### src/rtl/core/vbpt_pkg.sv
`default_nettype none
// ----------------------------------------------------------------------------
// vbpt_pkg
// Shared types and constants of the ventilator breath phase timer.
// ----------------------------------------------------------------------------
package vbpt_pkg;

    localparam int CFG_ADDR_W = 3;
    localparam int CFG_DATA_W = 20;

    localparam logic [CFG_ADDR_W-1:0] CFG_STEP_TIME  = 3'd0;
    localparam logic [CFG_ADDR_W-1:0] CFG_BREATH_RATE = 3'd1;
    localparam logic [CFG_ADDR_W-1:0] CFG_IE_RATIO   = 3'd2;
    localparam logic [CFG_ADDR_W-1:0] CFG_VENT_PRESS = 3'd3;
    localparam logic [CFG_ADDR_W-1:0] CFG_PEEP       = 3'd4;

    localparam logic [19:0] STEP_TIME_RST   = 20'd20000;
    localparam logic [10:0] BREATH_RATE_RST = 11'd120;
    localparam logic [15:0] IE_RATIO_RST    = 16'd128;
    localparam logic [15:0] VENT_PRESS_RST  = 16'd3840;
    localparam logic [15:0] PEEP_RST        = 16'd768;

    localparam logic [29:0] US_PER_MIN_TENTHS = 30'd600000000;
    localparam logic [16:0] ONE_Q8            = 17'd256;
    localparam logic [10:0] SEVERITY_FULL     = 11'd1024;
    localparam logic [30:0] ELAPSED_MAX       = 31'h7FFF_FFFF;

    localparam int DIV_NUM_W = 46;
    localparam int DIV_DEN_W = 17;
    localparam int DIV_CNT_W = 6;

    localparam logic [DIV_CNT_W-1:0] LEN_DIV_STEPS  = 6'd30;
    localparam logic [DIV_CNT_W-1:0] INSP_DIV_STEPS = 6'd46;

    typedef struct packed {
        logic load_in;
        logic update;
        logic len_start;
        logic len_zero;
        logic len_store;
        logic mul;
        logic insp_start;
        logic insp_store;
        logic phase;
        logic emit;
    } dp_cmd_t;

    typedef struct packed {
        logic off;
        logic restart;
        logic rate_zero;
        logic div_done;
        logic out_free;
    } dp_status_t;

endpackage
`default_nettype wire

### src/rtl/core/vbpt_divider.sv
`default_nettype none
// ----------------------------------------------------------------------------
// vbpt_divider
// Restoring divider, one quotient bit per cycle, step count set at start.
// ----------------------------------------------------------------------------
module vbpt_divider
    import vbpt_pkg::*;
(
    input  wire logic                 aclk,
    input  wire logic                 aresetn,
    input  wire logic                 start_i,
    input  wire logic [DIV_NUM_W-1:0] dividend_i,
    input  wire logic [DIV_DEN_W-1:0] divisor_i,
    input  wire logic [DIV_CNT_W-1:0] steps_i,
    output logic                      done_o,
    output logic [DIV_NUM_W-1:0]      quotient_o
);

    logic [DIV_NUM_W-1:0] quo_reg, quo_next;
    logic [DIV_DEN_W-1:0] rem_reg, rem_next;
    logic [DIV_DEN_W-1:0] den_reg, den_next;
    logic [DIV_CNT_W-1:0] cnt_reg, cnt_next;
    logic                 busy_reg, busy_next;
    logic                 done_reg, done_next;
    logic [DIV_DEN_W:0]   trial;
    logic                 fits;

    assign trial = {rem_reg, quo_reg[DIV_NUM_W-1]};
    assign fits  = trial >= {1'b0, den_reg};

    always_comb begin
        quo_next  = quo_reg;
        rem_next  = rem_reg;
        den_next  = den_reg;
        cnt_next  = cnt_reg;
        busy_next = busy_reg;
        done_next = 1'b0;
        if (start_i) begin
            quo_next  = dividend_i;
            rem_next  = '0;
            den_next  = divisor_i;
            cnt_next  = steps_i;
            busy_next = 1'b1;
        end else if (busy_reg) begin
            quo_next = {quo_reg[DIV_NUM_W-2:0], fits};
            rem_next = fits ? DIV_DEN_W'(trial - {1'b0, den_reg})
                            : trial[DIV_DEN_W-1:0];
            cnt_next = cnt_reg - 1'b1;
            if (cnt_reg == DIV_CNT_W'(1)) begin
                busy_next = 1'b0;
                done_next = 1'b1;
            end
        end
    end

    always_ff @(posedge aclk) begin
        if (!aresetn) begin
            busy_reg <= 1'b0;
            done_reg <= 1'b0;
            cnt_reg  <= '0;
        end else begin
            busy_reg <= busy_next;
            done_reg <= done_next;
            cnt_reg  <= cnt_next;
        end
        quo_reg <= quo_next;
        rem_reg <= rem_next;
        den_reg <= den_next;
    end

    assign done_o     = done_reg;
    assign quotient_o = quo_reg;

`ifndef ASSERT_OFF
    a_no_restart_busy: assert property (@(posedge aclk) disable iff (!aresetn)
        start_i |-> !busy_reg)
        else $error("divider started while busy");
`endif

endmodule
`default_nettype wire

### src/rtl/core/vbpt_datapath.sv
`default_nettype none
// ----------------------------------------------------------------------------
// vbpt_datapath
// Settings, cycle timing state, shared divider and output register.
// ----------------------------------------------------------------------------
module vbpt_datapath
    import vbpt_pkg::*;
(
    input  wire logic                  aclk,
    input  wire logic                  aresetn,
    input  wire logic                  cfg_wr_en,
    input  wire logic [CFG_ADDR_W-1:0] cfg_addr,
    input  wire logic [CFG_DATA_W-1:0] cfg_wdata,
    input  wire logic                  in_off_i,
    input  wire logic [10:0]           in_sev_i,
    input  wire dp_cmd_t               cmd_i,
    output dp_status_t                 status_o,
    input  wire logic                  out_ready_i,
    output logic                       out_valid_o,
    output logic                       out_inhale_o,
    output logic [15:0]                out_drive_o,
    output logic                       out_dvalid_o
);

    logic [19:0] step_reg;
    logic [10:0] rate_reg;
    logic [15:0] ie_reg;
    logic [15:0] vent_reg;
    logic [15:0] peep_reg;

    logic [30:0] elapsed_reg, elapsed_next;
    logic [29:0] len_reg, len_next;
    logic [29:0] insp_reg, insp_next;
    logic        phase_reg, phase_next;
    logic        off_reg;
    logic [10:0] sev_reg;
    logic [45:0] prod_reg;

    logic        out_valid_reg, out_valid_next;
    logic        out_inhale_reg;
    logic [15:0] out_drive_reg;
    logic        out_dvalid_reg;

    logic [31:0] sum;
    logic [30:0] sum_sat;
    logic        restart;
    logic        out_free;

    logic                 div_start;
    logic [DIV_NUM_W-1:0] div_num;
    logic [DIV_DEN_W-1:0] div_den;
    logic [DIV_CNT_W-1:0] div_steps;
    logic                 div_done;
    logic [DIV_NUM_W-1:0] div_quo;

    logic [10:0] sev_clamp;
    logic [10:0] keep_factor;
    logic [15:0] sel_press;
    logic [26:0] drive_prod;

    // config writes
    always_ff @(posedge aclk) begin
        if (!aresetn) begin
            step_reg <= STEP_TIME_RST;
            rate_reg <= BREATH_RATE_RST;
            ie_reg   <= IE_RATIO_RST;
            vent_reg <= VENT_PRESS_RST;
            peep_reg <= PEEP_RST;
        end else if (cfg_wr_en) begin
            case (cfg_addr)
                CFG_STEP_TIME:   step_reg <= cfg_wdata;
                CFG_BREATH_RATE: rate_reg <= cfg_wdata[10:0];
                CFG_IE_RATIO:    ie_reg   <= cfg_wdata[15:0];
                CFG_VENT_PRESS:  vent_reg <= cfg_wdata[15:0];
                CFG_PEEP:        peep_reg <= cfg_wdata[15:0];
                default: ;
            endcase
        end
    end

    assign sum     = {1'b0, elapsed_reg} + {12'b0, step_reg};
    assign sum_sat = sum[31] ? ELAPSED_MAX : sum[30:0];
    assign restart = sum_sat > {1'b0, len_reg};

    // shared divider operands
    assign div_start = cmd_i.len_start | cmd_i.insp_start;
    assign div_num   = cmd_i.len_start ? {US_PER_MIN_TENTHS, 16'b0} : prod_reg;
    assign div_den   = cmd_i.len_start ? {6'b0, rate_reg} : ({1'b0, ie_reg} + ONE_Q8);
    assign div_steps = cmd_i.len_start ? LEN_DIV_STEPS : INSP_DIV_STEPS;

    vbpt_divider u_divider (
        .aclk       (aclk),
        .aresetn    (aresetn),
        .start_i    (div_start),
        .dividend_i (div_num),
        .divisor_i  (div_den),
        .steps_i    (div_steps),
        .done_o     (div_done),
        .quotient_o (div_quo)
    );

    always_comb begin
        elapsed_next = elapsed_reg;
        len_next     = len_reg;
        insp_next    = insp_reg;
        phase_next   = phase_reg;
        if (cmd_i.update) begin
            if (off_reg || restart) begin
                elapsed_next = '0;
            end else begin
                elapsed_next = sum_sat;
            end
        end
        if (cmd_i.len_zero) begin
            len_next = '0;
        end else if (cmd_i.len_store) begin
            len_next = div_quo[29:0];
        end
        if (cmd_i.insp_store) begin
            insp_next = div_quo[29:0];
        end
        if (cmd_i.phase) begin
            phase_next = off_reg | (elapsed_reg < {1'b0, insp_reg});
        end
    end

    // drive pressure scaling
    assign sev_clamp   = (sev_reg > SEVERITY_FULL) ? SEVERITY_FULL : sev_reg;
    assign keep_factor = SEVERITY_FULL - sev_clamp;
    assign sel_press   = phase_reg ? vent_reg : peep_reg;
    assign drive_prod  = {11'b0, sel_press} * {16'b0, keep_factor};

    assign out_free = !out_valid_reg || out_ready_i;

    always_comb begin
        out_valid_next = out_valid_reg;
        if (out_ready_i) begin
            out_valid_next = 1'b0;
        end
        if (cmd_i.emit) begin
            out_valid_next = 1'b1;
        end
    end

    always_ff @(posedge aclk) begin
        if (!aresetn) begin
            elapsed_reg   <= '0;
            len_reg       <= '0;
            insp_reg      <= '0;
            phase_reg     <= 1'b1;
            out_valid_reg <= 1'b0;
        end else begin
            elapsed_reg   <= elapsed_next;
            len_reg       <= len_next;
            insp_reg      <= insp_next;
            phase_reg     <= phase_next;
            out_valid_reg <= out_valid_next;
        end
        if (cmd_i.load_in) begin
            off_reg <= in_off_i;
            sev_reg <= in_sev_i;
        end
        if (cmd_i.mul) begin
            prod_reg <= {30'b0, ie_reg} * {16'b0, len_reg};
        end
        if (cmd_i.emit) begin
            out_inhale_reg <= phase_reg;
            out_drive_reg  <= off_reg ? 16'd0 : drive_prod[25:10];
            out_dvalid_reg <= !off_reg;
        end
    end

    assign status_o.off       = off_reg;
    assign status_o.restart   = restart;
    assign status_o.rate_zero = (rate_reg == 11'd0);
    assign status_o.div_done  = div_done;
    assign status_o.out_free  = out_free;

    assign out_valid_o  = out_valid_reg;
    assign out_inhale_o = out_inhale_reg;
    assign out_drive_o  = out_drive_reg;
    assign out_dvalid_o = out_dvalid_reg;

`ifndef ASSERT_OFF
    a_restart_clears: assert property (@(posedge aclk) disable iff (!aresetn)
        cmd_i.update && restart |=> elapsed_reg == '0)
        else $error("cycle restart did not clear elapsed time");

    a_off_result: assert property (@(posedge aclk) disable iff (!aresetn)
        cmd_i.emit && off_reg |=> out_valid_reg && out_inhale_reg &&
            out_drive_reg == '0 && !out_dvalid_reg)
        else $error("machine off result malformed");
`endif

endmodule
`default_nettype wire

### src/rtl/core/vbpt_ctrl.sv
`default_nettype none
// ----------------------------------------------------------------------------
// vbpt_ctrl
// Tick sequencer: update, optional cycle restart divisions, phase, result.
// ----------------------------------------------------------------------------
module vbpt_ctrl
    import vbpt_pkg::*;
(
    input  wire logic       aclk,
    input  wire logic       aresetn,
    input  wire logic       in_valid_i,
    output logic            in_ready_o,
    input  wire dp_status_t status_i,
    output dp_cmd_t         cmd_o
);

    typedef enum logic [8:0] {
        ST_IDLE       = 9'b000000001,
        ST_UPDATE     = 9'b000000010,
        ST_DIV_LEN    = 9'b000000100,
        ST_MUL        = 9'b000001000,
        ST_INSP_START = 9'b000010000,
        ST_DIV_INSP   = 9'b000100000,
        ST_PHASE      = 9'b001000000,
        ST_EMIT       = 9'b010000000,
        ST_SPARE      = 9'b100000000
    } state_t;

    state_t state_reg, state_next;

    always_comb begin
        state_next = state_reg;
        cmd_o      = '0;
        in_ready_o = 1'b0;
        case (state_reg)
            ST_IDLE: begin
                in_ready_o = 1'b1;
                if (in_valid_i) begin
                    cmd_o.load_in = 1'b1;
                    state_next    = ST_UPDATE;
                end
            end
            ST_UPDATE: begin
                cmd_o.update = 1'b1;
                if (status_i.off || !status_i.restart) begin
                    state_next = ST_PHASE;
                end else if (status_i.rate_zero) begin
                    cmd_o.len_zero = 1'b1;
                    state_next     = ST_MUL;
                end else begin
                    cmd_o.len_start = 1'b1;
                    state_next      = ST_DIV_LEN;
                end
            end
            ST_DIV_LEN: begin
                if (status_i.div_done) begin
                    cmd_o.len_store = 1'b1;
                    state_next      = ST_MUL;
                end
            end
            ST_MUL: begin
                cmd_o.mul  = 1'b1;
                state_next = ST_INSP_START;
            end
            ST_INSP_START: begin
                cmd_o.insp_start = 1'b1;
                state_next       = ST_DIV_INSP;
            end
            ST_DIV_INSP: begin
                if (status_i.div_done) begin
                    cmd_o.insp_store = 1'b1;
                    state_next       = ST_PHASE;
                end
            end
            ST_PHASE: begin
                cmd_o.phase = 1'b1;
                state_next  = ST_EMIT;
            end
            ST_EMIT: begin
                if (status_i.out_free) begin
                    cmd_o.emit = 1'b1;
                    state_next = ST_IDLE;
                end
            end
            default: begin
                state_next = ST_IDLE;
            end
        endcase
    end

    always_ff @(posedge aclk) begin
        if (!aresetn) begin
            state_reg <= ST_IDLE;
        end else begin
            state_reg <= state_next;
        end
    end

`ifndef ASSERT_OFF
    a_one_tick_at_a_time: assert property (@(posedge aclk) disable iff (!aresetn)
        in_valid_i && in_ready_o |=> !in_ready_o)
        else $error("second tick taken while one is in flight");

    a_emit_needs_room: assert property (@(posedge aclk) disable iff (!aresetn)
        cmd_o.emit |-> status_i.out_free)
        else $error("result written over a pending one");
`endif

endmodule
`default_nettype wire

### src/rtl/core/ventilator_breath_phase_timer.sv
`default_nettype none
// ----------------------------------------------------------------------------
// ventilator_breath_phase_timer
// Sequence: an ordinary tick passes the update, phase and emit states after the tick transfer.
// A tick that ends a breath cycle also runs the shared serial divider: 30 steps for
// the cycle length (skipped when the rate is zero) and 46 for the inspiration time.
// One tick in flight at a time: the next is taken once the result is written, also while it waits.
// Reset (aresetn low, synchronous): settings to defaults, timers cleared,
// phase set to inhale, no pending result.
// ----------------------------------------------------------------------------
module ventilator_breath_phase_timer
    import vbpt_pkg::*;
(
    input  wire logic                  aclk,
    input  wire logic                  aresetn,
    input  wire logic                  cfg_wr_en,
    input  wire logic [CFG_ADDR_W-1:0] cfg_addr,
    input  wire logic [CFG_DATA_W-1:0] cfg_wdata,
    input  wire logic                  s_tvalid,
    output logic                       s_tready,
    input  wire logic [15:0]           s_tdata,  // [10:0] loss_severity
    input  wire logic                  s_tuser,  // [0] machine_off
    output logic                       m_tvalid,
    input  wire logic                  m_tready,
    output logic [23:0]                m_tdata,  // [0] inhaling, [16:1] drive_pressure_q8
    output logic                       m_tuser   // [0] drive_valid
);

    dp_cmd_t     cmd;
    dp_status_t  status;
    logic        out_inhale;
    logic [15:0] out_drive;

    vbpt_ctrl u_ctrl (
        .aclk       (aclk),
        .aresetn    (aresetn),
        .in_valid_i (s_tvalid),
        .in_ready_o (s_tready),
        .status_i   (status),
        .cmd_o      (cmd)
    );

    vbpt_datapath u_datapath (
        .aclk         (aclk),
        .aresetn      (aresetn),
        .cfg_wr_en    (cfg_wr_en),
        .cfg_addr     (cfg_addr),
        .cfg_wdata    (cfg_wdata),
        .in_off_i     (s_tuser),
        .in_sev_i     (s_tdata[10:0]),
        .cmd_i        (cmd),
        .status_o     (status),
        .out_ready_i  (m_tready),
        .out_valid_o  (m_tvalid),
        .out_inhale_o (out_inhale),
        .out_drive_o  (out_drive),
        .out_dvalid_o (m_tuser)
    );

    assign m_tdata = {7'b0, out_drive, out_inhale};

endmodule
`default_nettype wire

### config.mk
export PLATFORM = sky130hd
export DESIGN_NAME = ventilator_breath_phase_timer
export DESIGN_NICKNAME = d
export VERILOG_FILES = /design/src/rtl/core/vbpt_pkg.sv /design/src/rtl/core/vbpt_divider.sv /design/src/rtl/core/vbpt_datapath.sv /design/src/rtl/core/vbpt_ctrl.sv /design/src/rtl/core/ventilator_breath_phase_timer.sv
export SDC_FILE = /design/constraint.sdc
export NUM_CORES = 2
export LEC_CHECK = 0
export ABC_AREA = 1
export BUFFER_PORTS_ARGS = -buffer_cell sky130_fd_sc_hd__buf_4
export CORE_MARGIN = 5
export CORE_UTILIZATION = 35
export CTS_CLUSTER_SIZE = 30
export DETAILED_ROUTE_END_ITERATION = 8
export GPL_TIMING_DRIVEN = 0
export MAX_ROUTING_LAYER = met4
export PLACE_DENSITY_LB_ADDON = 0.12
export SLEW_MARGIN = 0
export SYNTH_ARGS = -nofsm -noshare
export SYNTH_HDL_FRONTEND = slang
export SYNTH_SLANG_ARGS = --single-unit
### constraint.sdc
create_clock -name aclk -period 8 [get_ports aclk]
set_clock_uncertainty 0.05 [all_clocks]
set_input_delay 0.4 -clock aclk [delete_from_list [all_inputs] [get_ports aclk]]
set_output_delay 0.4 -clock aclk [all_outputs]
set_load 0.005 [all_outputs]
==> reports/results.ini <==
[pwr]
power.leakage_nw = 20.6
p_int_mw = 4.02
pwr-share-seq_pct = 28.7
swShare_pct = 41.1
ir_drop_mv = 0.302
p_clk_share_pct = 27.2
p_total_mw = 6.82
p_per_area_mw_per_mm2 = 164
p_sw_mw = 2.80
combPwrFrac_pct = 44.0

[sta]
maxSlewHeadroom_pct = 7.83
holdWs_ns = 0.0555
fmax_mhz = 133
finalSetupViolations = 0
hold_viol = 0
period_share_pct = 94.3
tightest_slew_ns = 1.38
rsz0062_at_grt = no
layout_min_cycle_time_ns = 7.54
slew_viol_final = 0

[critical_path]
path_cells = clkbuf_1, clkbuf_1, nand2_1, fa_1, inv_1, fa_1, fa_1, fa_1, fa_1, fa_1, ha_1, nand2_1, nor2_1, nand2_1, nor4_1, nand3_1, o2111ai_1, nand4_1, nand3_1, xor2_1
crit_family = adder cells
crit_buf_inv = 3
worst_r2r_path_depth = 20
slowest_stage = clkbuf_1
cp.arrival_ns = 7.90
cpMostUsedCell = fa_1
cpPeakStageDelay_ns = 0.69
r2r_slack_ns = 0.46
worstSetupPathType = reg -> reg
crit_cells = 20
worst_setup_path_start_kind = flop
path_max_fanout = 10
crit_path_end_kind = flop
required_ns = 8.35

[routing]
ant_nets = 0
wl_met2_um = 53400
wirelength_um = 119000
via_count = 30500
met1_length_um = 56800
drc = 0
via_per_inst = 4.82
routed-wl-met3_um = 6030
drtIter0Drc = 2178
firstDrtPassIters = 7
dr.max_layer_used = met4
wl_per_cell_um = 18.8

[die]
die_h_um = 338
io_pins = 72
rows = 120
die_w_um = 338
initial_core_util_pct = 35.2
fp.dieArea_sq_mm = 0.114
fp.coreArea_sq_mm = 0.107

[synthesis]
netlist_area_sq_mm = 0.0377
async_reset_ff_share_pct = 0
ys_types = 57
synth_top_flop_cell = dfxtp_1
ys_warn_count = 0
syn_avg_cell_area_sq_um = 7.93
ys_seq_area_share_pct = 22.0
ys_ff_latch = 344
synth_edf_count = 139
synthCells = 4752

[clock_network]
cts_tree = done
cts_made_buffers = 39
cts_sinks = 344
cts_setup_buffers = 0
clkLatencyLatePin_ns = 0.58
clk_pin_slew_ns = 0.06
cts_max_level = 2
clk_path_buf_depth = 3
clockRootBuffer = clkbuf_16

[flow_run]
cap_violations = 0

[placement]
port_buffers = 58
place_congestion = 0.891
post-dp-hpwl_um = 98300

[finish]
post-route-util_pct = 38.7
syn_to_final_growth_pct = 10.1
fin_nets = 5718
drive_above_1_share_pct = 4.54
antennaDiodeCount = 0
fill_cells = 11300

[global_route]
grt.overflow.total = 0
grt_pass1_wl_um = 185000
grt_pass1_vias = 30900
grt_max_degree = 37
antenna_found_initial = 5
track_usage_pct = 21.3

[run_status]
outcome = finished, final reports clean

[hold_path]
hold_depth = 3
hp-class = in -> reg

-- power by group through the flow --
stage / sequential [mW] / clock, mW / combinational [mW]
finish: 1.96 / 1.86 / 3.00
global route: 1.96 / 1.98 / 3.44
CTS: 1.96 / 1.92 / 3.00
detailed placement: 1.99 / 0 / 2.97
global placement: 2.00 / 0 / 2.96
floorplan: 1.98 / 0 / 2.16
-- synthesized netlist by cell type (10+ instances only) --
master / number / area (sq um)
nand2_1: 1132 / 4250
inv_1: 1015 / 3810
fa_1: 515 / 10300
nor2_1: 314 / 1180
ha_1: 277 / 3470
a21oi_1: 259 / 1300
o21ai_0: 230 / 1150
dfxtp_1: 205 / 4100
clkbuf_1: 181 / 679
edfxtp_1: 139 / 4170
nand3_1: 99 / 495
xor2_1: 52 / 455
o21ai_1: 34 / 170
nand4_1: 32 / 200
nor3_1: 32 / 160
xnor2_1: 22 / 193
a21o_1: 20 / 150
or2_2: 17 / 106
a31oi_1: 15 / 93.8
o21a_1: 14 / 105
buf_2: 12 / 60.1
o21ai_2: 12 / 105
buf_4: 11 / 82.6
nand3_2: 11 / 110
o22ai_1: 11 / 68.8
nor4_1: 10 / 62.6
-- metal layers --
metal	vias up	track usage, %
li1	14800	-
met5	-	-
met3	98	2.35
met2	726	33.4
met1	14900	30.0
met4	0	4.75
-- kinds of logic after synthesis --
family	after synthesis	share of synthesized area, %
buffers and inverters	1232	12.5
AO/OA/AOI/OAI	642	9.35
AND/OR/NAND/NOR	1667	17.8
other	1	0.00995
adder cells (fa/ha/maj)	792	36.6
flip-flops	344	22.0
XOR/XNOR	74	1.72
-- stage by stage --
stage	instances	instance area, sq um	TNS [ns]	worst slack (ns)
after floorplan	4758	37700	0	1.68
after global placement	6219	39900	-16.48	-0.439
after detailed placement	6228	40000	0	0.393
after CTS	6316	41500	0	0.353
after global routing	6315	41500	0	0.0472
final	6315	41500	0	0.456
-- placed cells by master, fill, tap and decap left out, drive strengths merged, types with 96 or more instances in the layout --
cell and n:
o21ai 276, buf 96, nor2 314, a21oi 260
dfxtp 205, edfxtp 139, inv 1025, clkbuf 235
nand2 1139, ha 277, fa 515, nand3 110
-- worst reg2reg max path: stages, from the launching register on --
cell and delay, ns:
dfxtp_1 0.30, clkbuf_1 0.60, clkbuf_1 0.71, nand2_1 0.18
fa_1 0.59, inv_1 0.07, fa_1 0.50, fa_1 0.55
fa_1 0.53, fa_1 0.52, fa_1 0.55, ha_1 0.39
nand2_1 0.11, nor2_1 0.14, nand2_1 0.12, nor4_1 0.42
nand3_1 0.21, o2111ai_1 0.32, nand4_1 0.15, nand3_1 0.12
xor2_1 0.24
-- worst paths after layout --
check | start | to
setup reg to reg | u_datapath.len_reg[18]$_SDFFE_PP0P_ | u_datapath.prod_reg[45]$_DFFE_PP_
hold / removal | cfg_wdata[1] | u_datapath.ie_reg[1]$_SDFFE_PN0P_
hold reg to reg | u_datapath.peep_reg[4]$_SDFFE_PN0P_ | u_datapath.peep_reg[4]$_SDFFE_PN0P_
setup / recovery | u_datapath.len_reg[18]$_SDFFE_PP0P_ | u_datapath.prod_reg[45]$_DFFE_PP_
-- cell type report --
cell class                      count  area [sq um]  share of cell area (%)
Buffer                            209           895                    2.16
Inverter                         1022          3840                    9.25
Timing Repair Buffer               83           696                    1.68
Tap cell                         1403          1760                    4.23
Clock inverter                     16           203                   0.489
Sequential cell                   344          8280                    20.0
Multi-Input combinational cell   3182         24700                    59.6
Clock buffer                       56          1100                    2.66
-- repair_timing --
item                                   in CTS  in global routing
hold buffers                               16                  0
gates resized for setup                     0                  7
endpoints found under the hold margin      16                  0
setup endpoints to repair                   0                  6
Note: power is estimated with default switching activity, not from simulation.
